[config.mk]
export PLATFORM = sky130hd
export DESIGN_NAME = periodic_task_dispatcher_top
export DESIGN_NICKNAME = d
export VERILOG_FILES = /design/src/design/ptd_pkg.sv /design/src/design/ptd_front.sv /design/src/design/ptd_back.sv /design/src/design/periodic_task_dispatcher_top.sv
export SDC_FILE = /design/constraint.sdc
export NUM_CORES = 1
export LEC_CHECK = 0
export BUFFER_PORTS_ARGS = -buffer_cell sky130_fd_sc_hd__buf_2
export CORE_ASPECT_RATIO = 1.25
export CORE_MARGIN = 4
export CORE_UTILIZATION = 45
export DETAILED_ROUTE_END_ITERATION = 7
export GPL_TIMING_DRIVEN = 0
export RECOVER_POWER = 25
export SLEW_MARGIN = 25
export SYNTH_ARGS = -nofsm -noshare
export SYNTH_HDL_FRONTEND = slang
export SYNTH_SLANG_ARGS = --single-unit
[constraint.sdc]
create_clock -name clk_i -period 7 [get_ports clk_i]
set_input_delay 0 -clock clk_i [delete_from_list [all_inputs] [get_ports clk_i]]
set_output_delay 0 -clock clk_i [all_outputs]
set_load 0.02 [all_outputs]
[src/design/ptd_pkg.sv]
// shared types, codes and defaults for the periodic task dispatcher
`timescale 1ns / 1ps
`default_nettype none

package ptd_pkg;

  // fixed field widths of the stream payloads
  localparam int TASK_ID_W  = 16;
  localparam int PERIOD_W   = 16;
  localparam int CMD_W      = 2;
  localparam int STATUS_W   = 2;
  localparam int ACTIVE_W   = 5;
  localparam int S_DATA_W   = 32;
  localparam int M_DATA_W   = 24;

  // defaults for the top level parameters
  localparam int SLOTS_DEF       = 24;
  localparam int ID_BITS_DEF     = 16;
  localparam int PERIOD_BITS_DEF = 16;

  // command queue between front and back, power of two
  localparam int QUEUE_DEPTH = 2;

  localparam logic [CMD_W-1:0] CMD_REGISTER   = 2'd0;
  localparam logic [CMD_W-1:0] CMD_UNREGISTER = 2'd1;
  localparam logic [CMD_W-1:0] CMD_CLEAR      = 2'd2;
  localparam logic [CMD_W-1:0] CMD_ROUND      = 2'd3;

  localparam logic [STATUS_W-1:0] STATUS_OK      = 2'd0;
  localparam logic [STATUS_W-1:0] STATUS_INVALID = 2'd1;
  localparam logic [STATUS_W-1:0] STATUS_FULL    = 2'd2;

  typedef enum logic [2:0] {
    OP_REGISTER,
    OP_UNREGISTER,
    OP_CLEAR,
    OP_ROUND,
    OP_REJECT
  } op_e;

  typedef struct packed {
    op_e                  op;
    logic [TASK_ID_W-1:0] task_id;
    logic [PERIOD_W-1:0]  period;
  } entry_t;

  typedef struct packed {
    logic                 dispatch_valid;
    logic [TASK_ID_W-1:0] dispatch_id;
    logic [STATUS_W-1:0]  status;
    logic [ACTIVE_W-1:0]  active_count;
    logic                 last;
  } result_t;

endpackage

`default_nettype wire

[src/design/ptd_front.sv]
// input side: classifies commands and queues them for the slot sequencer
`timescale 1ns / 1ps
`default_nettype none

module ptd_front #(
  parameter int ID_BITS     = ptd_pkg::ID_BITS_DEF,
  parameter int PERIOD_BITS = ptd_pkg::PERIOD_BITS_DEF
) (
  input  wire logic                          clk_i,
  input  wire logic                          rst_ni,
  input  wire logic                          s_tvalid_i,
  output logic                               s_tready_o,
  input  wire logic [ptd_pkg::CMD_W-1:0]     s_tuser_i,
  input  wire logic [ptd_pkg::S_DATA_W-1:0]  s_tdata_i,
  output logic                               q_valid_o,
  output ptd_pkg::entry_t                    q_entry_o,
  input  wire logic                          q_pop_i
);

  localparam int PTR_W = (ptd_pkg::QUEUE_DEPTH > 1) ? $clog2(ptd_pkg::QUEUE_DEPTH) : 1;
  localparam int FILL_W = $clog2(ptd_pkg::QUEUE_DEPTH + 1);
  localparam logic [FILL_W-1:0] FULL_FILL = FILL_W'(ptd_pkg::QUEUE_DEPTH);

  logic [ptd_pkg::TASK_ID_W-1:0] task_id;
  logic [ptd_pkg::PERIOD_W-1:0]  period;
  logic                          id_zero;
  logic                          per_zero;
  ptd_pkg::op_e                  op;
  ptd_pkg::entry_t               entry_q [ptd_pkg::QUEUE_DEPTH];
  logic [PTR_W-1:0]              wr_ptr_q;
  logic [PTR_W-1:0]              rd_ptr_q;
  logic [FILL_W-1:0]             fill_q;
  logic                          push;
  logic                          pop;

  assign task_id  = s_tdata_i[ptd_pkg::TASK_ID_W-1:0];
  assign period   = s_tdata_i[ptd_pkg::S_DATA_W-1:ptd_pkg::TASK_ID_W];
  // only the low ID_BITS / PERIOD_BITS of the fields take part
  assign id_zero  = (ID_BITS'(task_id) == '0);
  assign per_zero = (PERIOD_BITS'(period) == '0);

  always_comb begin
    unique case (s_tuser_i)
      ptd_pkg::CMD_REGISTER:   op = (id_zero || per_zero) ? ptd_pkg::OP_REJECT
                                                          : ptd_pkg::OP_REGISTER;
      ptd_pkg::CMD_UNREGISTER: op = id_zero ? ptd_pkg::OP_REJECT : ptd_pkg::OP_UNREGISTER;
      ptd_pkg::CMD_CLEAR:      op = ptd_pkg::OP_CLEAR;
      ptd_pkg::CMD_ROUND:      op = ptd_pkg::OP_ROUND;
      default:                 op = ptd_pkg::OP_ROUND;
    endcase
  end

  assign s_tready_o = (fill_q != FULL_FILL);
  assign push       = s_tvalid_i && s_tready_o;
  assign q_valid_o  = (fill_q != '0);
  assign pop        = q_pop_i && q_valid_o;
  assign q_entry_o  = entry_q[rd_ptr_q];

  always_ff @(posedge clk_i or negedge rst_ni) begin
    if (!rst_ni) begin
      wr_ptr_q <= '0;
      rd_ptr_q <= '0;
      fill_q   <= '0;
    end else begin
      if (push) wr_ptr_q <= wr_ptr_q + PTR_W'(1);
      if (pop)  rd_ptr_q <= rd_ptr_q + PTR_W'(1);
      if (push && !pop) begin
        fill_q <= fill_q + FILL_W'(1);
      end else if (pop && !push) begin
        fill_q <= fill_q - FILL_W'(1);
      end
    end
  end

  always_ff @(posedge clk_i) begin
    if (push) begin
      entry_q[wr_ptr_q] <= '{op: op, task_id: task_id, period: period};
    end
  end

endmodule

`default_nettype wire

[src/design/ptd_back.sv]
// slot table and sequencer: one slot per cycle unless stalled, emits results
`timescale 1ns / 1ps
`default_nettype none

module ptd_back #(
  parameter int SLOTS       = ptd_pkg::SLOTS_DEF,
  parameter int ID_BITS     = ptd_pkg::ID_BITS_DEF,
  parameter int PERIOD_BITS = ptd_pkg::PERIOD_BITS_DEF
) (
  input  wire logic      clk_i,
  input  wire logic      rst_ni,
  input  wire logic      q_valid_i,
  input  wire ptd_pkg::entry_t q_entry_i,
  output logic           q_pop_o,
  output logic           m_valid_o,
  input  wire logic      m_ready_i,
  output ptd_pkg::result_t m_result_o
);

  localparam int IDX_W = (SLOTS > 1) ? $clog2(SLOTS) : 1;
  localparam int CNT_W = $clog2(SLOTS + 1);
  localparam logic [IDX_W-1:0]       LAST_IDX = IDX_W'(SLOTS - 1);
  localparam logic [PERIOD_BITS-1:0] TICK_MAX = '1;

  localparam logic [1:0] ST_IDLE = 2'd0;
  localparam logic [1:0] ST_SCAN = 2'd1;
  localparam logic [1:0] ST_DONE = 2'd2;

  logic [1:0]             state_q, state_d;
  ptd_pkg::op_e           op_q;
  logic [ID_BITS-1:0]     id_q;
  logic [PERIOD_BITS-1:0] per_q;
  logic [IDX_W-1:0]       idx_q;
  logic                   hit_q;
  logic [IDX_W-1:0]       hit_idx_q;
  logic                   free_q;
  logic [IDX_W-1:0]       free_idx_q;
  logic                   pend_q;
  logic [ID_BITS-1:0]     pend_id_q;
  logic [SLOTS-1:0]       used_q;
  logic [CNT_W-1:0]       cnt_q;

  logic [ID_BITS-1:0]     slot_id_q   [SLOTS];
  logic [PERIOD_BITS-1:0] slot_per_q  [SLOTS];
  logic [PERIOD_BITS-1:0] slot_tick_q [SLOTS];

  logic [ID_BITS-1:0]     rd_id;
  logic [PERIOD_BITS-1:0] rd_per;
  logic [PERIOD_BITS-1:0] rd_tick;
  logic                   rd_used;
  logic                   id_hit;
  logic                   tick_due;
  logic                   out_free;
  logic                   step;
  logic                   fin;
  logic                   take;
  logic                   fill_new;
  logic                   commit;
  logic [IDX_W-1:0]       wr_idx;

  logic                   emit;
  ptd_pkg::result_t       res;
  logic                   out_valid_q;
  ptd_pkg::result_t       out_q;

  assign rd_id    = slot_id_q[idx_q];
  assign rd_per   = slot_per_q[idx_q];
  assign rd_tick  = slot_tick_q[idx_q];
  assign rd_used  = used_q[idx_q];
  assign id_hit   = rd_used && (rd_id == id_q);
  assign tick_due = (rd_tick >= rd_per);

  // every step may emit one item, so it waits for room in the output register
  assign out_free = !out_valid_q || m_ready_i;
  assign step     = (state_q == ST_SCAN) && out_free;
  assign fin      = (state_q == ST_DONE) && out_free;
  assign take     = (state_q == ST_IDLE) && q_valid_i;
  assign q_pop_o  = take;

  assign fill_new = !hit_q && free_q;
  assign commit   = fin && (op_q == ptd_pkg::OP_REGISTER) && (hit_q || free_q);
  assign wr_idx   = hit_q ? hit_idx_q : free_idx_q;

  always_comb begin
    state_d = state_q;
    unique case (state_q)
      ST_IDLE: begin
        if (take) begin
          if (q_entry_i.op == ptd_pkg::OP_REGISTER || q_entry_i.op == ptd_pkg::OP_UNREGISTER
              || q_entry_i.op == ptd_pkg::OP_ROUND) begin
            state_d = ST_SCAN;
          end else begin
            state_d = ST_DONE;
          end
        end
      end
      ST_SCAN: if (step && idx_q == LAST_IDX) state_d = ST_DONE;
      ST_DONE: if (fin) state_d = ST_IDLE;
      default: state_d = ST_IDLE;
    endcase
  end

  // result item for this cycle, if any
  always_comb begin
    emit               = 1'b0;
    res.dispatch_valid = 1'b0;
    res.dispatch_id    = '0;
    res.status         = ptd_pkg::STATUS_OK;
    res.active_count   = ptd_pkg::ACTIVE_W'(cnt_q);
    res.last           = 1'b1;
    if (step && op_q == ptd_pkg::OP_ROUND && rd_used && tick_due && pend_q) begin
      // a later due slot exists, so the held dispatch is not the last
      emit               = 1'b1;
      res.dispatch_valid = 1'b1;
      res.dispatch_id    = ptd_pkg::TASK_ID_W'(pend_id_q);
      res.last           = 1'b0;
    end
    if (fin) begin
      emit = 1'b1;
      case (op_q)
        ptd_pkg::OP_ROUND: begin
          res.dispatch_valid = pend_q;
          res.dispatch_id    = pend_q ? ptd_pkg::TASK_ID_W'(pend_id_q) : '0;
        end
        ptd_pkg::OP_REGISTER: begin
          res.status = (hit_q || free_q) ? ptd_pkg::STATUS_OK : ptd_pkg::STATUS_FULL;
          if (fill_new) res.active_count = ptd_pkg::ACTIVE_W'(cnt_q + CNT_W'(1));
        end
        ptd_pkg::OP_REJECT: res.status = ptd_pkg::STATUS_INVALID;
        default:            res.status = ptd_pkg::STATUS_OK;
      endcase
    end
  end

  always_ff @(posedge clk_i or negedge rst_ni) begin
    if (!rst_ni) begin
      state_q     <= ST_IDLE;
      op_q        <= ptd_pkg::OP_ROUND;
      idx_q       <= '0;
      hit_q       <= 1'b0;
      free_q      <= 1'b0;
      pend_q      <= 1'b0;
      used_q      <= '0;
      cnt_q       <= '0;
      out_valid_q <= 1'b0;
    end else begin
      state_q <= state_d;
      if (take) begin
        op_q   <= q_entry_i.op;
        idx_q  <= '0;
        hit_q  <= 1'b0;
        free_q <= 1'b0;
        pend_q <= 1'b0;
        if (q_entry_i.op == ptd_pkg::OP_CLEAR) begin
          used_q <= '0;
          cnt_q  <= '0;
        end
      end
      if (step) begin
        if (idx_q != LAST_IDX) idx_q <= idx_q + IDX_W'(1);
        case (op_q)
          ptd_pkg::OP_REGISTER: begin
            if (id_hit && !hit_q)   hit_q  <= 1'b1;
            if (!rd_used && !free_q) free_q <= 1'b1;
          end
          ptd_pkg::OP_UNREGISTER: begin
            if (id_hit) begin
              used_q[idx_q] <= 1'b0;
              cnt_q         <= cnt_q - CNT_W'(1);
            end
          end
          ptd_pkg::OP_ROUND: begin
            if (rd_used && tick_due) pend_q <= 1'b1;
          end
          default: ;
        endcase
      end
      if (commit && fill_new) begin
        used_q[free_idx_q] <= 1'b1;
        cnt_q              <= cnt_q + CNT_W'(1);
      end
      if (emit) begin
        out_valid_q <= 1'b1;
      end else if (m_ready_i) begin
        out_valid_q <= 1'b0;
      end
    end
  end

  // payload registers and slot table, no reset needed
  always_ff @(posedge clk_i) begin
    if (take) begin
      id_q  <= ID_BITS'(q_entry_i.task_id);
      per_q <= PERIOD_BITS'(q_entry_i.period);
    end
    if (step && op_q == ptd_pkg::OP_REGISTER) begin
      if (id_hit && !hit_q)    hit_idx_q  <= idx_q;
      if (!rd_used && !free_q) free_idx_q <= idx_q;
    end
    if (step && op_q == ptd_pkg::OP_ROUND && rd_used) begin
      if (tick_due) begin
        pend_id_q          <= rd_id;
        // reset to zero, then the round's advance
        slot_tick_q[idx_q] <= PERIOD_BITS'(1);
      end else if (rd_tick != TICK_MAX) begin
        slot_tick_q[idx_q] <= rd_tick + PERIOD_BITS'(1);
      end
    end
    if (commit) begin
      slot_id_q[wr_idx]   <= id_q;
      slot_per_q[wr_idx]  <= per_q;
      slot_tick_q[wr_idx] <= '0;
    end
    if (emit) out_q <= res;
  end

  assign m_valid_o  = out_valid_q;
  assign m_result_o = out_q;

endmodule

`default_nettype wire

[src/design/periodic_task_dispatcher_top.sv]
// top level of the periodic task dispatcher: command stream in, result stream out
//
// Slave channel takes one command per item: tuser carries the command (register,
// unregister, clear all, scheduling round), tdata carries task id and period.
// Master channel returns result items: tuser flags a dispatch, tlast marks the
// final item of a command. A round yields one item per due task in slot order,
// or a single empty item when none is due; every other command yields one item.
// Commands pass a two-entry queue into a sequencer that visits one slot per
// cycle while the output register has room; it takes the next command only
// once the last is done. Register, unregister and round walk all slots, while
// clear and rejected commands skip the walk, so the single slot walk sets the
// rate. The final item of a command leaves the sequencer from its done state.
// A round holds each dispatch until the walk finds the next due task or ends.
// Reset empties the table and the queue; no clearing pass is needed, since
// slot occupancy flags are flip-flops. When the receiver holds tready low the
// output register holds its item, the walk pauses, and once the queue fills
// s_axis_tready drops.
`timescale 1ns / 1ps
`default_nettype none

module periodic_task_dispatcher_top #(
  parameter int SLOTS       = ptd_pkg::SLOTS_DEF,
  parameter int ID_BITS     = ptd_pkg::ID_BITS_DEF,
  parameter int PERIOD_BITS = ptd_pkg::PERIOD_BITS_DEF
) (
  input  wire logic                         clk_i,
  input  wire logic                         rst_ni,
  input  wire logic                         s_axis_tvalid,
  output logic                              s_axis_tready,
  // command[1:0]
  input  wire logic [ptd_pkg::CMD_W-1:0]    s_axis_tuser,
  // task_id[15:0], period[31:16]
  input  wire logic [ptd_pkg::S_DATA_W-1:0] s_axis_tdata,
  output logic                              m_axis_tvalid,
  input  wire logic                         m_axis_tready,
  // dispatch_valid[0]
  output logic                              m_axis_tuser,
  // dispatch_id[15:0], status[17:16], active_count[22:18], zero[23]
  output logic [ptd_pkg::M_DATA_W-1:0]      m_axis_tdata,
  output logic                              m_axis_tlast
);

  logic             q_valid;
  ptd_pkg::entry_t  q_entry;
  logic             q_pop;
  ptd_pkg::result_t result;

  ptd_front #(
    .ID_BITS     (ID_BITS),
    .PERIOD_BITS (PERIOD_BITS)
  ) u_front (
    .clk_i      (clk_i),
    .rst_ni     (rst_ni),
    .s_tvalid_i (s_axis_tvalid),
    .s_tready_o (s_axis_tready),
    .s_tuser_i  (s_axis_tuser),
    .s_tdata_i  (s_axis_tdata),
    .q_valid_o  (q_valid),
    .q_entry_o  (q_entry),
    .q_pop_i    (q_pop)
  );

  ptd_back #(
    .SLOTS       (SLOTS),
    .ID_BITS     (ID_BITS),
    .PERIOD_BITS (PERIOD_BITS)
  ) u_back (
    .clk_i      (clk_i),
    .rst_ni     (rst_ni),
    .q_valid_i  (q_valid),
    .q_entry_i  (q_entry),
    .q_pop_o    (q_pop),
    .m_valid_o  (m_axis_tvalid),
    .m_ready_i  (m_axis_tready),
    .m_result_o (result)
  );

  assign m_axis_tuser = result.dispatch_valid;
  assign m_axis_tlast = result.last;
  assign m_axis_tdata = {1'b0, result.active_count, result.status, result.dispatch_id};

  // a dispatch always reports success
  assert property (@(posedge clk_i) disable iff (!rst_ni)
    m_axis_tvalid && m_axis_tuser |-> m_axis_tdata[17:16] == ptd_pkg::STATUS_OK)
    else $error("dispatch item with non-ok status");

  // a dispatched task never carries the reserved id
  assert property (@(posedge clk_i) disable iff (!rst_ni)
    m_axis_tvalid && m_axis_tuser |-> m_axis_tdata[15:0] != '0)
    else $error("dispatch item with id zero");

  // an item without a dispatch is the only item of its command
  assert property (@(posedge clk_i) disable iff (!rst_ni)
    m_axis_tvalid && !m_axis_tuser |-> m_axis_tlast && m_axis_tdata[15:0] == '0)
    else $error("non-dispatch item not final or carries an id");

endmodule

`default_nettype wire

==> metrics.log <==
[metrics] crit-path cells: buf_4 -> clkbuf_1 -> and3b_1 -> clkbuf_2 -> clkbuf_2 -> buf_2 -> a22oi_1 -> o211ai_1 -> ha_1 -> nand2b_1 -> a21o_1 -> a21o_1 -> a21o_1 -> a21o_1 -> a211oi_1 -> o21ai_2 -> or3_4 -> buf_8 -> nor2_4
[metrics] antenna violations before repair: 2
[metrics] wire length of the first global-routing pass: 210600 um
[metrics] critical path buffer and inverter count: 6
[metrics] full die area: 0.1229 sq mm
[metrics] slew margin rel.: -0.8884
[metrics] fin crit share: 0.9890
[metrics] vias in the first global route: 29010
[metrics] CTS buffer count: 138
[metrics] synthesized net count: 2723
[metrics] startpoint of the lowest-slack hold path: s_axis_tdata[14]
[metrics] number of flops mapped to enable cells by yosys: 1305
[metrics] number of violations reported at the end of detailed-routing iteration 0: 3552
[metrics] depth of the CTS H-tree: 4
[metrics] average routed wire per standard cell: 31.53 um
[metrics] clock root buffer: sky130_fd_sc_hd__clkbuf_16
[metrics] DP Wirelength: 99690 um
[metrics] async set or reset register ratio after synthesis: 0.03476
[metrics] run status: complete, but fails checks
[metrics] slowest CP cell: sky130_fd_sc_hd__clkbuf_1
[metrics] end of the worst register-to-register path: u_back.slot_tick_q[14][11]
[metrics] max-capacitance violation count: 1
[metrics] crit path DAT: 7.43 ns
[metrics] final worst clock skew: 0.03288 ns
[metrics] CP Data Required Time: 7.50 ns
[metrics] worst hold path class: in2reg
[metrics] detailed-routing iteration count for the pre-antenna-repair pass: 5
[metrics] total wirelength of the detailed-routed design: 148200 um
[metrics] hold depth: 2
[metrics] CP Class: reg2reg
[metrics] primary flip-flop cell chosen by synthesis mapping: sky130_fd_sc_hd__edfxtp_1
[metrics] cells after synthesis: 2661
[metrics] Via-to-Cell Ratio: 6.045
[metrics] crit path max fanout: 20
[metrics] failing checks: max-capacitance violations, max-slew violations
[metrics] CTS clock-pin slew for the worst setup and hold paths: 0.06 ns
[metrics] Final Hold Viols: 0
[metrics] Area growth, synth to finish: 19.27%
[metrics] Most Frequent Cell on Critical Path: sky130_fd_sc_hd__a21o_1
[metrics] hold path endpoint: u_front.entry_q[0][30]
[metrics] flip-flop and latch count after synthesis: 1352
[metrics] Core Footprint: 0.1165 sq mm
[metrics] die boundary width: 314.4 um
[metrics] Crit path max-delay family: buffers and inverters
[metrics] final-report max-slew violation count: 46
[metrics] Final Cell Area: 0.06298 sq mm
[metrics] clk_lat worst skew: 0.74 ns
[metrics] placed inst area: 0.05751 sq mm
[metrics] maximum cell stage delay along the critical path: 0.59 ns
[metrics] post-detailed-route count of antenna-violating nets: 0
[metrics] post-route core utilization: 0.5407
[metrics] minimum period implied by the final worst setup slack: 6.923 ns
[metrics] number of buffers on the longest clock path: 3
[metrics] largest net degree at the start of global routing: 46
[metrics] startpoint type of the worst setup path: flip-flop
[metrics] Reg2Reg Launch Point: u_back.idx_q[4]
[metrics] placer congestion estimate: 0.8627
[metrics] leakage power: 0.02090 uW
[metrics] Critical Path Sink Type: flip-flop
[metrics] IR Drop Worst-Case VDD: 281.8 uV
[metrics] quantity of I/O buffers inserted on ports: 64
[metrics] TritonCTS clock tree: built
[metrics] count of yosys warnings during synthesis: 0
[metrics] Congestion Overflow GR: 0
[metrics] vias after detailed routing: 28420
[metrics] pwr dens: 350.6 mW/mm^2
[metrics] Initial Util: 0.4534
[metrics] post-synth design cell area: 0.05281 sq mm
[metrics] NumNets Final: 3092
[metrics] reg2reg setup slack: 0.08 ns
[metrics] fraction of final layout cells sized beyond drive strength 1: 0.2505
[metrics] Cell variety after synth: 67
[metrics] FF-to-FF path depth: 19
[metrics] # IOs: 66
[metrics] aggregate global-route resource usage: 0.2418
[metrics] slew of the pin with the lowest slew margin: 2.833 ns
[metrics] sequential share of the synthesized area: 0.7644
[metrics] post-route DRC violation count: 0
[metrics] unrepaired setup endpoints after global routing: false
[metrics] Final Setup Violations: 0
[metrics] f_max: 0.1444 GHz
[metrics] average cell area after synthesis: 19.85 sq um
[metrics] number of sinks handled by clock tree synthesis: 1352
[metrics] standard-cell rows: 140
[metrics] die height: 391.0 um
## where the power goes
part | switching, uW | internal, uW | total (uW)
combinational | 2490 | 1560 | 4050
clock | 3010 | 4220 | 7230
sequential | 798 | 10000 | 10800
total | 6290 | 15800 | 22100
## timing repair
action,4_1_cts,5_1_grt
pin swaps,13,3
setup endpoints to repair,829,651
hold endpoints to repair,149,0
buffers inserted,2,7
resized for setup,59,6
gates cloned,10,0
hold buffers,68,0
## cell families after synthesis
group	Yosys count	share of synthesized area
fa+ha+maj	24	0.005686
simple gates	411	0.03779
mux	426	0.1391
xor+xnor	29	0.004810
buf+inv	152	0.01410
other cells	1	0.00007101
flops	1352	0.7644
compound gates	266	0.03402
## cells in the final DEF (no fill, tap or decap), types with 17 or more instances in the layout
master	count
sky130_fd_sc_hd__a21oi_1	25
sky130_fd_sc_hd__a22oi_1	78
sky130_fd_sc_hd__and3_1	28
sky130_fd_sc_hd__buf_12	18
sky130_fd_sc_hd__buf_16	59
sky130_fd_sc_hd__buf_2	60
sky130_fd_sc_hd__buf_4	36
sky130_fd_sc_hd__clkbuf_1	112
sky130_fd_sc_hd__clkbuf_16	146
sky130_fd_sc_hd__clkinv_1	26
sky130_fd_sc_hd__clkinv_2	17
sky130_fd_sc_hd__dfrtp_1	45
sky130_fd_sc_hd__dlygate4sd3_1	67
sky130_fd_sc_hd__edfxtp_1	1305
sky130_fd_sc_hd__ha_1	24
sky130_fd_sc_hd__mux2_2	55
sky130_fd_sc_hd__mux2i_1	130
sky130_fd_sc_hd__mux4_2	241
sky130_fd_sc_hd__nand2_1	137
sky130_fd_sc_hd__nand3_1	29
sky130_fd_sc_hd__nor2_1	50
sky130_fd_sc_hd__nor2_4	72
sky130_fd_sc_hd__o211ai_1	18
sky130_fd_sc_hd__o22ai_1	80
sky130_fd_sc_hd__xnor2_1	20
## cell usage after synthesis, types with 9 or more instances
cell                       instances  area [sq um]
sky130_fd_sc_hd__nand2_1         137         514.2
sky130_fd_sc_hd__a22oi_1          79         593.1
sky130_fd_sc_hd__dfrtp_1          45          1126
sky130_fd_sc_hd__mux2i_1         130          1301
sky130_fd_sc_hd__ha_1             24         300.3
sky130_fd_sc_hd__mux4_2          241          5428
sky130_fd_sc_hd__and3_1           29         181.4
sky130_fd_sc_hd__xnor2_1          20         175.2
sky130_fd_sc_hd__o211ai_1         18         135.1
sky130_fd_sc_hd__buf_2            33         165.2
sky130_fd_sc_hd__mux2_2           55         619.3
sky130_fd_sc_hd__a21o_1           11         82.58
sky130_fd_sc_hd__edfxtp_1       1305         39190
sky130_fd_sc_hd__buf_1            13         48.80
sky130_fd_sc_hd__o21ai_0          17         85.08
sky130_fd_sc_hd__nor2b_1           9         56.30
sky130_fd_sc_hd__clkbuf_1         57         214.0
sky130_fd_sc_hd__o22ai_1          80         500.5
sky130_fd_sc_hd__nor2_1          112         420.4
sky130_fd_sc_hd__nand2b_1         10         62.56
sky130_fd_sc_hd__nand3_1          29         145.1
sky130_fd_sc_hd__inv_1            17         63.81
sky130_fd_sc_hd__a21oi_1          25         125.1
sky130_fd_sc_hd__buf_4            25         187.7
sky130_fd_sc_hd__nor3_1           13         65.06
sky130_fd_sc_hd__xor2_1            9         78.83
sky130_fd_sc_hd__nor4_1           11         68.82
sky130_fd_sc_hd__a31oi_1          10         62.56
## per-layer routing
| layer | track usage | up-vias | wire, um | part of all wire |
|---|---|---|---|---|
| li1 | - | 11710 | - | - |
| met5 | 0 | - | 13 | 0.000088 |
| met4 | 0.09887 | 2 | 6381 | 0.043 |
| met2 | 0.4169 | 1330 | 75690 | 0.51 |
| met1 | 0.3046 | 15070 | 55640 | 0.38 |
| met3 | 0.04236 | 304 | 10510 | 0.071 |
## registers in the layout, summed over array words and instances (netlist names), 3 cells and up
signal and flops:
u_back.cnt_q 5, u_back.free_idx_q 5, u_back.hit_idx_q 5, u_back.id_q 16, u_back.idx_q 5, u_back.m_result_o 25, u_back.op_q 3, u_back.pend_id_q 16
u_back.per_q 16, u_back.slot_id_q 384, u_back.slot_per_q 384, u_back.slot_tick_q 384, u_back.used_q 24, u_front.entry_q 70
## area by class of cell
type                       count  area, sq um
fill                        8859        53500
sequential                  1352        40370
multi-input combinational   1167        12380
clock buffer                 188         3851
timing repair buffer         224         3050
tap                         1562         1954
buffer                       129        738.2
clock inverter                60        576.8
inverter                      18        67.56
antenna                        1        2.502
## worst max path at each step
stage          slack, ns  depth (start not counted)                         end             from
2_1_floorplan       0.44                         21    u_back.slot_tick_q[0][4]  u_back.idx_q[0]
6_report            0.08                         19  u_back.slot_tick_q[14][11]  u_back.idx_q[4]
3_3_place_gp       -3.70                         21    u_back.slot_tick_q[0][4]  u_back.idx_q[1]
5_1_grt            0.005                         20    u_back.slot_tick_q[3][1]  u_back.idx_q[0]
4_1_cts             0.04                         21   u_back.slot_tick_q[1][14]  u_back.idx_q[0]
3_5_place_dp       -2.19                         22   u_back.slot_tick_q[0][12]  u_back.idx_q[1]
## through the flow
step / power [uW] / TNS, ns / instances / setup WS, ns / hold slack (ns)
after detailed placement: 14930 / -1225.41 / 4366 / -2.187 / 0.09437
after global placement: 14730 / -2255.45 / 4287 / -3.697 / 0.1975
after CTS: 22160 / 0 / 4689 / 0.03594 / 0.005677
after global routing: 22790 / 0 / 4700 / 0.004808 / 0.09421
final: 22090 / 0 / 4701 / 0.07685 / 0.1244
after floorplan: 13100 / 0 / 2661 / 0.4449 / -0.2956
Power figures use the tool's default switching activity.
